<file path="src/hw/rtl/pftp_pkg.sv">
// ----------------------------------------------------------------------------
// pftp_pkg
// shared widths and types for the plane-from-three-points pipeline
// ----------------------------------------------------------------------------
`default_nettype none

package pftp_pkg;

   // result field widths
   localparam int NORMAL_W = 16;
   localparam int OFFSET_W = 27;

   // normalized cross-product magnitude: top bit sits at MAG_TOP
   localparam int MAG_W   = 31;
   localparam int MAG_TOP = 30;

   // sum of squares and its integer root
   localparam int SUM_W  = 64;
   localparam int ROOT_W = 32;

   // register stages in the front end and the back end
   localparam int FRONT_STAGES = 8;
   localparam int BACK_STAGES  = 4;

   typedef logic [MAG_W-1:0]  mag_type;
   typedef logic [SUM_W-1:0]  sum_type;
   typedef logic [ROOT_W-1:0] root_type;

endpackage

`default_nettype wire

</file>
<file path="src/hw/rtl/pftp_isqrt.sv">
// ----------------------------------------------------------------------------
// pftp_isqrt
// pipelined integer square root, one root bit per stage
// ----------------------------------------------------------------------------
`default_nettype none

module pftp_isqrt
   import pftp_pkg::*;
#(
   parameter int SIDE_W = 8
)
(
   input  wire               clock,
   input  wire               reset,
   input  wire               in_valid,
   input  wire [SUM_W-1:0]   in_sum,
   input  wire [SIDE_W-1:0]  in_side,
   output logic              out_valid,
   output root_type          out_root,
   output logic [SIDE_W-1:0] out_side
);

   localparam int STEPS = ROOT_W;
   localparam int REM_W = ROOT_W + 4;

   logic [STEPS-1:0]  valid_ff;
   logic [REM_W-1:0]  rem_ff  [STEPS];
   root_type          root_ff [STEPS];
   sum_type           x_ff    [STEPS];
   logic [SIDE_W-1:0] side_ff [STEPS];

   // valid bits
   always_ff @(posedge clock) begin
      if (reset) begin
         valid_ff <= '0;
      end else begin
         valid_ff <= {valid_ff[STEPS-2:0], in_valid};
      end
   end

   for (genvar k = 0; k < STEPS; k++) begin : g_step
      logic [REM_W-1:0]  rem_prev;
      root_type          root_prev;
      sum_type           x_prev;
      logic [SIDE_W-1:0] side_prev;
      logic [REM_W-1:0]  rem_in;
      root_type          root_in;

      if (k == 0) begin : g_first
         assign rem_prev  = '0;
         assign root_prev = '0;
         assign x_prev    = in_sum;
         assign side_prev = in_side;
      end else begin : g_next
         assign rem_prev  = rem_ff[k-1];
         assign root_prev = root_ff[k-1];
         assign x_prev    = x_ff[k-1];
         assign side_prev = side_ff[k-1];
      end

      // bring down two bits and try the next root bit
      always_comb begin
         logic [REM_W-1:0] rem_sh;
         logic [REM_W-1:0] trial;
         rem_sh = {rem_prev[REM_W-3:0], x_prev[SUM_W-1 -: 2]};
         trial  = REM_W'({root_prev, 2'b01});
         if (rem_sh >= trial) begin
            rem_in  = rem_sh - trial;
            root_in = {root_prev[ROOT_W-2:0], 1'b1};
         end else begin
            rem_in  = rem_sh;
            root_in = {root_prev[ROOT_W-2:0], 1'b0};
         end
      end

      always_ff @(posedge clock) begin
         rem_ff[k]  <= rem_in;
         root_ff[k] <= root_in;
         x_ff[k]    <= x_prev << 2;
         side_ff[k] <= side_prev;
      end
   end

   assign out_valid = valid_ff[STEPS-1];
   assign out_root  = root_ff[STEPS-1];
   assign out_side  = side_ff[STEPS-1];

endmodule

`default_nettype wire

</file>
<file path="config.mk">
export PLATFORM = sky130hd
export DESIGN_NAME = pftp_isqrt
export DESIGN_NICKNAME = d
export VERILOG_FILES = /design/src/hw/rtl/pftp_pkg.sv /design/src/hw/rtl/pftp_isqrt.sv
export SDC_FILE = /design/constraint.sdc
export NUM_CORES = 2
export LEC_CHECK = 0
export ABC_CLOCK_PERIOD_IN_PS = 5410
export BUFFER_PORTS_ARGS = -buffer_cell sky130_fd_sc_hd__buf_2
export CAP_MARGIN = 20
export CORE_MARGIN = 10
export CORE_UTILIZATION = 55
export CTS_CLUSTER_SIZE = 20
export DETAILED_ROUTE_END_ITERATION = 10
export PLACE_DENSITY = 0.68
export SYNTH_ARGS = -nofsm -noshare
export SYNTH_HDL_FRONTEND = slang
export SYNTH_MEMORY_MAX_BITS = 65536
export SYNTH_SLANG_ARGS = --single-unit
</file>
<file path="constraint.sdc">
create_clock -name clock -period 5.41 [get_ports clock]
set_input_delay 1.082 -clock clock [delete_from_list [all_inputs] [get_ports clock]]
set_output_delay 1.082 -clock clock [all_outputs]
set_load 0.02 [all_outputs]
</file>
==> impl_metrics.json <==
{
  "status": "finished clean",
  "peakVddDrop_v": 0.0003357,
  "synth_top_family_by_area": "simple AND/OR/NAND/NOR gates",
  "synth-compound-area-share_pct": 11.84,
  "finClkSkew_ns": 0.04459,
  "hold_viol": 0,
  "ys.flop_type": "dfxtp_1",
  "dr.pass1.iters": 6,
  "diodes": 0,
  "tns_ns": 0,
  "synth_xor_area_share_pct": 7.542,
  "netlist-cell-type-count": 83,
  "ys_seq_elements": 2811,
  "nets": 10370,
  "finalCriticalPeriod_ns": 4.214,
  "wl_um": 204600,
  "fp.dieH_um": 443.6,
  "synthMuxAreaShare_pct": 0.9127,
  "cp_common_cell": "o21ai_0",
  "fill_cells": 14530,
  "synth-simple-area-share_pct": 12.05,
  "max_stage_delay_ns": 0.71,
  "synth_top_area_cell": "dfxtp_1",
  "worstMarginPinSlew_ns": 1.220,
  "start_util_pct": 55.32,
  "gp_congestion": 0.9097,
  "viasPerCell": 5.295,
  "root_buffer": "clkbuf_16",
  "path_cells": "inv_1, ha_1, o21ai_0, a211oi_1, nor4b_1, o31a_1, o21ai_0, a21o_1, a31oi_4, buf_4, o21ai_0",
  "rsz0062_at_grt": "false",
  "ys_top_cells_by_area": "dfxtp_1 (57%), ha_1 (7.1%), xnor2_1 (3.9%)",
  "drcViolationCount": 0,
  "gr-usage-all-layers_pct": 20.15,
  "final_common_cell": "dfxtp_1",
  "start_kind": "flop",
  "synth_fp_nets": 10120,
  "grt_use_met2_pct": 36.62,
  "grt_max_degree": 55,
  "hold_path.class": "input port to flop",
  "rows": 155,
  "antenna_left": 0,
  "synth.avg_cell_area_um2": 10.41,
  "clk_pin_slew_ns": 0.06,
  "cp-end-kind": "flop",
  "ys_warn_count": 0,
  "p_leak_nw": 51.75,
  "synthArstFlopShare_pct": 0,
  "synth_edf_count": 0,
  "slew_violations": 0,
  "grt-busiest-layer": "met2",
  "drv_cap": 0,
  "timing.hold.ws_ns": 0.2713,
  "pre_cts_ws_ns": 1.250,
  "hpwl_um": 151700,
  "grt_pass1_wl_um": 328800,
  "path_class": "flop to flop",
  "syn_area_um2": 98710,
  "dieArea_um2": 196800,
  "use_met3_pct": 2.938,
  "syn_to_final_growth_pct": 12.96,
  "syn_inst": 9485,
  "overflow": 0,
  "cts.sinks": 2811,
  "grt_pass1_vias": 64360,
  "coreArea_um2": 178400,
  "cp_slowest_cell": "a31oi_4",
  "vias": 65070,
  "cts_tree": "built",
  "synth_top_area_share_pct": 57.01,
  "fin_ws_ns": 1.196,
  "arrival_ns": 4.96,
  "clk_path_buf_depth": 4,
  "worst-path-buf-inv": 2,
  "slew_headroom_pct": 16.60,
  "critPathRequiredTime_ns": 6.16,
  "setup_violations": 0,
  "cts_inserted_buffers": 292,
  "ys_seq_area_share_pct": 57.01,
  "layout_common_cells": "dfxtp_1 (2811), inv_1 (714), nand2_1 (709)",
  "h-tree-depth": 5,
  "portBuffers": 115,
  "io_pins": 116,
  "wl_per_cell_um": 16.65,
  "fmaxAchievable_mhz": 237.3,
  "power.density_nw_per_um2": 483.2,
  "die_x_um": 443.6,
  "ctsHoldBuffers": 0,
  "cts_setup_buffers": 0,
  "use_met1_pct": 24.02,
  "drive_above_1_share_pct": 7.510,
  "synthAdderAreaFrac_pct": 7.124,
  "fin_util_pct": 62.49,
  "drt_iter0_drc": 3899,
  "cp_max_fo": 34,
  "fin_crit_sh_pct": 77.89,
  "clk_latency_ns": 0.92,
  "antenna_found_initial": 2,
  "cts_resized": 0,
  "critPathTopFamily": "compound AO/OA/AOI/OAI gates"
}
## cell families (layout without fill, tap and decap cells)
kind of cell / after synthesis / after routing
AO/OA/AOI/OAI: 1879 / 1879
XOR/XNOR: 850 / 850
adder cells (fa/ha/maj): 562 / 562
buffers and inverters: 915 / 1364
flip-flops: 2811 / 2811
multiplexers: 81 / 81
other: 1 / 1
AND/OR/NAND/NOR: 2386 / 2386
## metal layers
layer	wire (µm)	share of wire [%]	up-vias
li1	-	-	32870
met4	7215	3.5	0
met2	102200	50	1368
met1	87070	43	30330
met3	8099	4.0	506
met5	0	0	-
## registers in the layout, summed over array words and instances, names as in the netlist
register / flops
rem_ff: 1003
x_ff: 992
valid_ff: 32
root_ff: 528
side_ff: 256
## cells in the mapped netlist (all sizes together) (18+ instances only)
cell     instances
or3             93
o21a           122
a211oi          57
xnor2          445
xor2           405
a21boi          19
o21ai          522
nor4           148
a21oi          537
nor2           462
nand3          154
a31oi           50
o31ai           56
ha             562
nand2          709
nor3b           25
nand2b         115
nor3           198
buf             23
o211ai          35
or4             48
a2111oi         19
clkbuf         173
a21o           242
and3            48
and2            28
nor4b           18
dfxtp         2811
nand3b          31
mux2            72
o21bai          45
nor2b          116
or2             41
nand4          104
inv            715
## stage by stage
| step | total power, mW | area (µm²) | cells |
|---|---|---|---|
| floorplan | 31.81 | 98710 | 9485 |
| global placement | 34.20 | 101800 | 11790 |
| detailed placement | 34.36 | 101800 | 11790 |
| CTS | 54.41 | 111500 | 12290 |
| global route | 56.46 | 111500 | 12290 |
| finish | 53.88 | 111500 | 12290 |
## path summary, 6_finish.rpt
check	from	to	slack (ns)	cells after the start
worst max-delay path	root_ff[3][161]	rem_ff[30][6]	1.20	11
worst min-delay path	in_sum[19]	x_ff[0][19]	0.27	1
worst max register to register	root_ff[3][161]	rem_ff[30][6]	1.20	11
worst min register to register	side_ff[2][26]	side_ff[2][34]	0.30	0
## layout make-up
class | instances | area (µm²) | share of cell area [%]
well taps | 2355 | 2947 | 2.643
repair buffers | 151 | 870.8 | 0.7810
clock buffers | 403 | 8342 | 7.481
inverters | 719 | 2699 | 2.420
multi-input cells | 5759 | 39080 | 35.04
flip-flops and latches | 2811 | 56270 | 50.47
clock inverters | 91 | 1294 | 1.160
## where the power goes
group          switching, mW  internal, mW  total (mW)
sequential              2.44          23.9        26.3
clock                   7.74          12.1        19.9
combinational           4.24          3.45        7.69
## worst reg2reg max path, cell delays in order, from the launching register on
cell and delay [ns]:
dfxtp_1 0.40, inv_1 0.07, ha_1 0.35, o21ai_0 0.31
a211oi_1 0.12, nor4b_1 0.68, o31a_1 0.27, o21ai_0 0.23
a21o_1 0.32, a31oi_4 0.71, buf_4 0.44, o21ai_0 0.18
No activity file was read; power rests on OpenSTA's default activity.
