**config.mk**
```make
export PLATFORM = sky130hd
export DESIGN_NAME = pftp_back
export DESIGN_NICKNAME = d
export VERILOG_FILES = /design/src/hw/rtl/pftp_pkg.sv /design/src/hw/rtl/pftp_back.sv
export SDC_FILE = /design/constraint.sdc
export NUM_CORES = 2
export LEC_CHECK = 0
export ABC_AREA = 1
export BUFFER_PORTS_ARGS = -buffer_cell sky130_fd_sc_hd__clkbuf_2
export CORE_ASPECT_RATIO = 0.7
export CORE_MARGIN = 8
export CORE_UTILIZATION = 50
export DETAILED_ROUTE_END_ITERATION = 12
export PLACE_DENSITY = 0.66
export REMOVE_ABC_BUFFERS = 1
export SLEW_MARGIN = 20
export SYNTH_ARGS = -nofsm -noshare
export SYNTH_HDL_FRONTEND = slang
export SYNTH_SLANG_ARGS = --single-unit
```
**constraint.sdc**
```tcl
create_clock -name clock -period 7.1 [get_ports clock]
set_clock_uncertainty 0.2 [all_clocks]
set_input_delay 0.71 -clock clock [delete_from_list [all_inputs] [get_ports clock]]
set_output_delay 0.71 -clock clock [all_outputs]
set_load 0.005 [all_outputs]
```
**src/hw/rtl/pftp_pkg.sv**
```systemverilog
// ----------------------------------------------------------------------------
// pftp_pkg
// shared widths and types for the plane-from-three-points pipeline
// ----------------------------------------------------------------------------
`default_nettype none

package pftp_pkg;

   // result field widths
   localparam int NORMAL_W = 16;
   localparam int OFFSET_W = 27;

   // normalized cross-product magnitude: top bit sits at MAG_TOP
   localparam int MAG_W   = 31;
   localparam int MAG_TOP = 30;

   // sum of squares and its integer root
   localparam int SUM_W  = 64;
   localparam int ROOT_W = 32;

   // register stages in the front end and the back end
   localparam int FRONT_STAGES = 8;
   localparam int BACK_STAGES  = 4;

   typedef logic [MAG_W-1:0]  mag_type;
   typedef logic [SUM_W-1:0]  sum_type;
   typedef logic [ROOT_W-1:0] root_type;

endpackage

`default_nettype wire

```
**src/hw/rtl/pftp_back.sv**
```systemverilog
// ----------------------------------------------------------------------------
// pftp_back
// signed unit normal, dot product with the first point, rounding and clamps
// ----------------------------------------------------------------------------
`default_nettype none

module pftp_back
   import pftp_pkg::*;
#(
   parameter int COORD_BITS = 24,
   parameter int FRAC_BITS  = 14
)
(
   input  wire                          clock,
   input  wire                          reset,
   input  wire                          in_valid,
   input  wire [2:0][FRAC_BITS:0]       in_quot,
   input  wire [2:0]                    in_neg,
   input  wire                          in_degen,
   input  wire signed [COORD_BITS-1:0]  in_a_x,
   input  wire signed [COORD_BITS-1:0]  in_a_y,
   input  wire signed [COORD_BITS-1:0]  in_a_z,
   output logic                         out_valid,
   output logic signed [NORMAL_W-1:0]   out_normal_x,
   output logic signed [NORMAL_W-1:0]   out_normal_y,
   output logic signed [NORMAL_W-1:0]   out_normal_z,
   output logic signed [OFFSET_W-1:0]   out_offset_d,
   output logic                         out_degen
);

   localparam int QB = FRAC_BITS + 1;
   localparam int NW = FRAC_BITS + 2;
   localparam int MW = NW + COORD_BITS;
   localparam int PW = MW + 2;
   localparam int CW = ((NW > NORMAL_W) ? NW : NORMAL_W) + 1;
   localparam int RW = ((PW > OFFSET_W) ? PW : OFFSET_W) + 1;

   localparam logic [QB-1:0]          ONE    = QB'(1) << FRAC_BITS;
   localparam logic [PW-1:0]          HALF   = PW'(1) << (FRAC_BITS - 1);
   localparam logic signed [CW-1:0]   N_HI   = CW'((2 ** (NORMAL_W - 1)) - 1);
   localparam logic signed [CW-1:0]   N_LO   = -N_HI - CW'(1);
   localparam logic [RW-1:0]          D_POS  = RW'((2 ** (OFFSET_W - 1)) - 1);
   localparam logic [RW-1:0]          D_NEG  = RW'(2 ** (OFFSET_W - 1));

   logic [BACK_STAGES-1:0]       valid_ff;
   logic [BACK_STAGES-2:0]       degen_ff;
   logic signed [NW-1:0]         n1_ff [3];
   logic signed [NW-1:0]         n2_ff [3];
   logic signed [NW-1:0]         n3_ff [3];
   logic signed [COORD_BITS-1:0] a1_ff [3];
   logic signed [MW-1:0]         prod2_ff [3];
   logic signed [PW-1:0]         p3_ff;

   logic signed [NORMAL_W-1:0]   nx_ff, ny_ff, nz_ff;
   logic signed [OFFSET_W-1:0]   d_ff;
   logic                         degen_out_ff;

   logic signed [NW-1:0]         n1_in [3];
   logic signed [NORMAL_W-1:0]   nsat_in [3];
   logic signed [OFFSET_W-1:0]   d_in;

   // valid bits
   always_ff @(posedge clock) begin
      if (reset) begin
         valid_ff <= '0;
      end else begin
         valid_ff <= {valid_ff[BACK_STAGES-2:0], in_valid};
      end
   end

   // stage 1: clamp to one and apply the sign
   always_comb begin
      logic [QB-1:0] qc;
      for (int l = 0; l < 3; l++) begin
         qc       = (in_quot[l] > ONE) ? ONE : in_quot[l];
         n1_in[l] = in_neg[l] ? -$signed({1'b0, qc}) : $signed({1'b0, qc});
      end
   end

   always_ff @(posedge clock) begin
      n1_ff    <= n1_in;
      a1_ff[0] <= in_a_x;
      a1_ff[1] <= in_a_y;
      a1_ff[2] <= in_a_z;
      degen_ff <= {degen_ff[BACK_STAGES-3:0], in_degen};
   end

   // stage 2: products with the first point
   always_ff @(posedge clock) begin
      for (int l = 0; l < 3; l++) begin
         prod2_ff[l] <= n1_ff[l] * a1_ff[l];
      end
      n2_ff <= n1_ff;
   end

   // stage 3: dot product
   always_ff @(posedge clock) begin
      p3_ff <= PW'(prod2_ff[0]) + PW'(prod2_ff[1]) + PW'(prod2_ff[2]);
      n3_ff <= n2_ff;
   end

   // stage 4: round half away from zero, negate, clamp
   always_comb begin
      logic [PW-1:0]        pm;
      logic [PW-1:0]        rnd;
      logic [RW-1:0]        rr;
      logic signed [RW-1:0] dv;
      logic signed [CW-1:0] nw;
      pm  = p3_ff[PW-1] ? PW'(-p3_ff) : PW'(p3_ff);
      rnd = (pm + HALF) >> FRAC_BITS;
      rr  = RW'(rnd);
      if (p3_ff[PW-1]) begin
         dv = $signed((rr > D_POS) ? D_POS : rr);
      end else begin
         dv = -$signed((rr > D_NEG) ? D_NEG : rr);
      end
      d_in = dv[OFFSET_W-1:0];
      for (int l = 0; l < 3; l++) begin
         nw = CW'(n3_ff[l]);
         if (nw > N_HI) begin
            nw = N_HI;
         end else if (nw < N_LO) begin
            nw = N_LO;
         end
         nsat_in[l] = nw[NORMAL_W-1:0];
      end
   end

   always_ff @(posedge clock) begin
      if (degen_ff[BACK_STAGES-2]) begin
         nx_ff <= '0;
         ny_ff <= '0;
         nz_ff <= '0;
         d_ff  <= '0;
      end else begin
         nx_ff <= nsat_in[0];
         ny_ff <= nsat_in[1];
         nz_ff <= nsat_in[2];
         d_ff  <= d_in;
      end
      degen_out_ff <= degen_ff[BACK_STAGES-2];
   end

   assign out_valid    = valid_ff[BACK_STAGES-1];
   assign out_normal_x = nx_ff;
   assign out_normal_y = ny_ff;
   assign out_normal_z = nz_ff;
   assign out_offset_d = d_ff;
   assign out_degen    = degen_out_ff;

endmodule

`default_nettype wire

```
==> results by group <==
STA
  • Final setup fails: 0
  • Slew Limit Fails: 0
  • Hold slack: 0.06084 ns
  • Clock period minus worst slack: 6.858 ns
  • Max_slew headroom: 0.4442
  • Hold Vio Cnt, Final: 0
  • Worst Max-Slew Pin Slew: 0.8338 ns
  • Fin crit share: 0.9660
  • RSZ-0062 raised after global routing: no
  • Max frequency: 145.8 MHz

Routing
  • Final ANT Viol Nets: 0
  • Router iterations before antenna repair: 5
  • DR DRC count: 0
  • 1st-iter DRT viols: 3559
  • Vias per cell: 4.959
  • Wirelength, routed: 150800 microns
  • Post-DR wirelength/cell: 16.84 microns
  • Vias: 44410

Place
  • Port bufs: 200
  • Dpl cells: 8790
  • GPL Wtd Cong: 0.9113
  • Post-DP HPWL: 128400 microns

Critical path
  • CP max stage cell: fa_1
  • Critical path arrival: 7.22 ns
  • R2r startpoint: n1_ff[1]
  • CP dominant cell by count: fa_1
  • CP Class: reg -> reg
  • Crit path from: n1_ff[1]
  • Crit end category: register
  • Critical path data required time: 7.46 ns
  • Setup slack, reg-to-reg: 0.24 ns
  • CP Launch Type: register
  • Crit Path Max Fanout: 11
  • CP max stage delay: 0.55 ns

Clock network
  • Clock transition at the registers of the reported paths: 0.06 ns
  • H-tree levels: 2
  • Total CTS buffers: 49
  • Clock Sinks: 461
  • Worst skew pair latency: 0.65 ns
  • Clock root cell: clkbuf_16
  • Clock Tree Buf Depth: 3
  • TritonCTS clock tree: built

Logic synthesis
  • Top-area cell type share of the netlist area: 0.3962
  • Number of enable flip-flop cells after synthesis: 0
  • #FFs+latches synth: 461
  • Main synth FF type: dfxtp_1
  • Syn avg cell area: 8.254 sq um
  • Seq/Total Area, Yosys: 0.1571
  • Mapped Cells: 7119
  • Most common library cells after synthesis: inv_1 (2015), nand2_1 (1617), fa_1 (1163)
  • Ys async rst share: 0
  • Library cells used by synthesis: 55
  • Top-count cell post-synth: inv_1
  • Synth Warn #: 0
  • Synthesized area: 58760 sq um
  • Ranking of synthesized cells by area: fa_1 (40%), dfxtp_1 (16%), inv_1 (13%)
  • Synth area leader: fa_1

Die
  • Die Footprint: 128900 sq um
  • Die height: 302.8 microns
  • Core area: 116900 sq um
  • Die W: 425.7 microns
  • IO Pins: 201
  • Initial core utilization: 0.5025
  • Row cnt: 105

Global route
  • First-pass GRT wire length: 248800 microns
  • Vias in the first global route: 46110
  • Initial antenna violation count: 0
  • Total GRT Usage: 0.2411
  • Largest net degree at the start of global routing: 53
  • Total grt overflow: 0

Cells and area
  • Layout filler cell count: 10780
  • Syn-to-layout area delta: 10.04%
  • Layout cells sized above 1: 0.08347
  • Post-route insts no fill: 8955
  • # nets final: 8990
  • N_diodes: 0

Run
  • Maxcap violations: 0

Min path
  • Hold Crit Class: in -> reg
  • Hold path start: reset

Status
  • Status: finished clean
[path summary, 6_finish.rpt]
path,depth (start not counted),to
max,26,prod2_ff[0][115]
min,2,valid_ff[2]
max reg2reg,26,prod2_ff[0][115]
min reg2reg,0,n3_ff[11]
[through the flow]
stage	utilization	worst slack, ns	instance area (sq um)	TNS (ns)
floorplan	-	0.5767	57780	0
global placement	0.5303	-0.1743	62010	-0.1970
detailed placement	0.5303	-0.2230	62010	-0.2878
CTS	0.5518	0.01032	64510	0
global route	0.5530	0.001986	64660	0
finish	0.5530	0.2417	64660	0
[state kept, by name (all words and copies together) (netlist names), 3 cells and up]
| register | flops |
|---|---|
| out_offset_d | 27 |
| degen_ff | 3 |
| n1_ff | 48 |
| a1_ff | 72 |
| n3_ff | 48 |
| out_normal_y | 16 |
| out_normal_x | 16 |
| out_normal_z | 16 |
| n2_ff | 48 |
| prod2_ff | 120 |
| p3_ff | 42 |
| valid_ff | 4 |
[layer usage]
layer,track usage,wire length (microns),up-vias,part of all wire
li1,-,-,20850,-
met1,0.3713,72760,21770,0.48
met2,0.3516,61920,1635,0.41
met3,0.05536,13890,155,0.092
met4,0.03875,2251,0,0.015
met5,0,0,-,0
[placed cells by master (no fill, tap or decap), drive strengths merged, types with 29 or more instances in the layout]
| cell | synthesis | final |
|---|---|---|
| inv | 2021 | 2033 |
| nand2 | 1651 | 1651 |
| fa | 1163 | 1163 |
| dfxtp | 461 | 461 |
| nor2 | 349 | 349 |
| ha | 339 | 339 |
| clkbuf | 228 | 257 |
| a21oi | 210 | 210 |
| buf | 19 | 168 |
| o21ai | 141 | 141 |
| nand3 | 138 | 138 |
| xor2 | 135 | 135 |
| xnor2 | 86 | 86 |
| dlygate4sd3 | 0 | 73 |
| nand4 | 29 | 29 |
[cell families (layout without fill, tap and decap cells)]
group                    Yosys count  count (layout)  synth area share
buffers and inverters           2268            2553            0.1457
AND/OR/NAND/NOR                 2217            2217            0.1521
adder cells (fa/ha/maj)         1502            1502            0.4684
flip-flops                       461             461            0.1571
AO/OA/AOI/OAI                    449             449           0.04359
XOR/XNOR                         221             221           0.03294
multiplexers                       1               1         0.0001704
[critical path, delay by kind of cell (launching register included)]
family	cells	cell delay, ns
AO/OA/AOI/OAI	10	1.68
XOR/XNOR	1	0.17
adder cells (fa/ha/maj)	7	3.46
buffers and inverters	5	0.47
flip-flops	1	0.42
AND/OR/NAND/NOR	3	0.40
[area by class of cell]
class / instances / area, sq um / share of cell area
repair buffers: 441 / 3029 / 0.04685
flip-flops and latches: 461 / 9293 / 0.1437
well taps: 1551 / 1941 / 0.03001
clock buffers: 57 / 1297 / 0.02007
multi-input cells: 4390 / 41040 / 0.6347
clock inverters: 34 / 475.5 / 0.007353
inverters: 2021 / 7586 / 0.1173
[repair_timing]
action / 4_1_cts / 5_1_grt
cloned: 0 / 0
endpoints found under the hold margin: 73 / 0
resized for setup: 3 / 67
buffers inserted: 0 / 1
hold buffers: 73 / 0
endpoints found under the setup margin: 3 / 21
pin swaps: 0 / 2
Power is left out: the tool's default activity adds up to more than one toggle a clock period on the data nets, which glitch-free logic cannot reach.
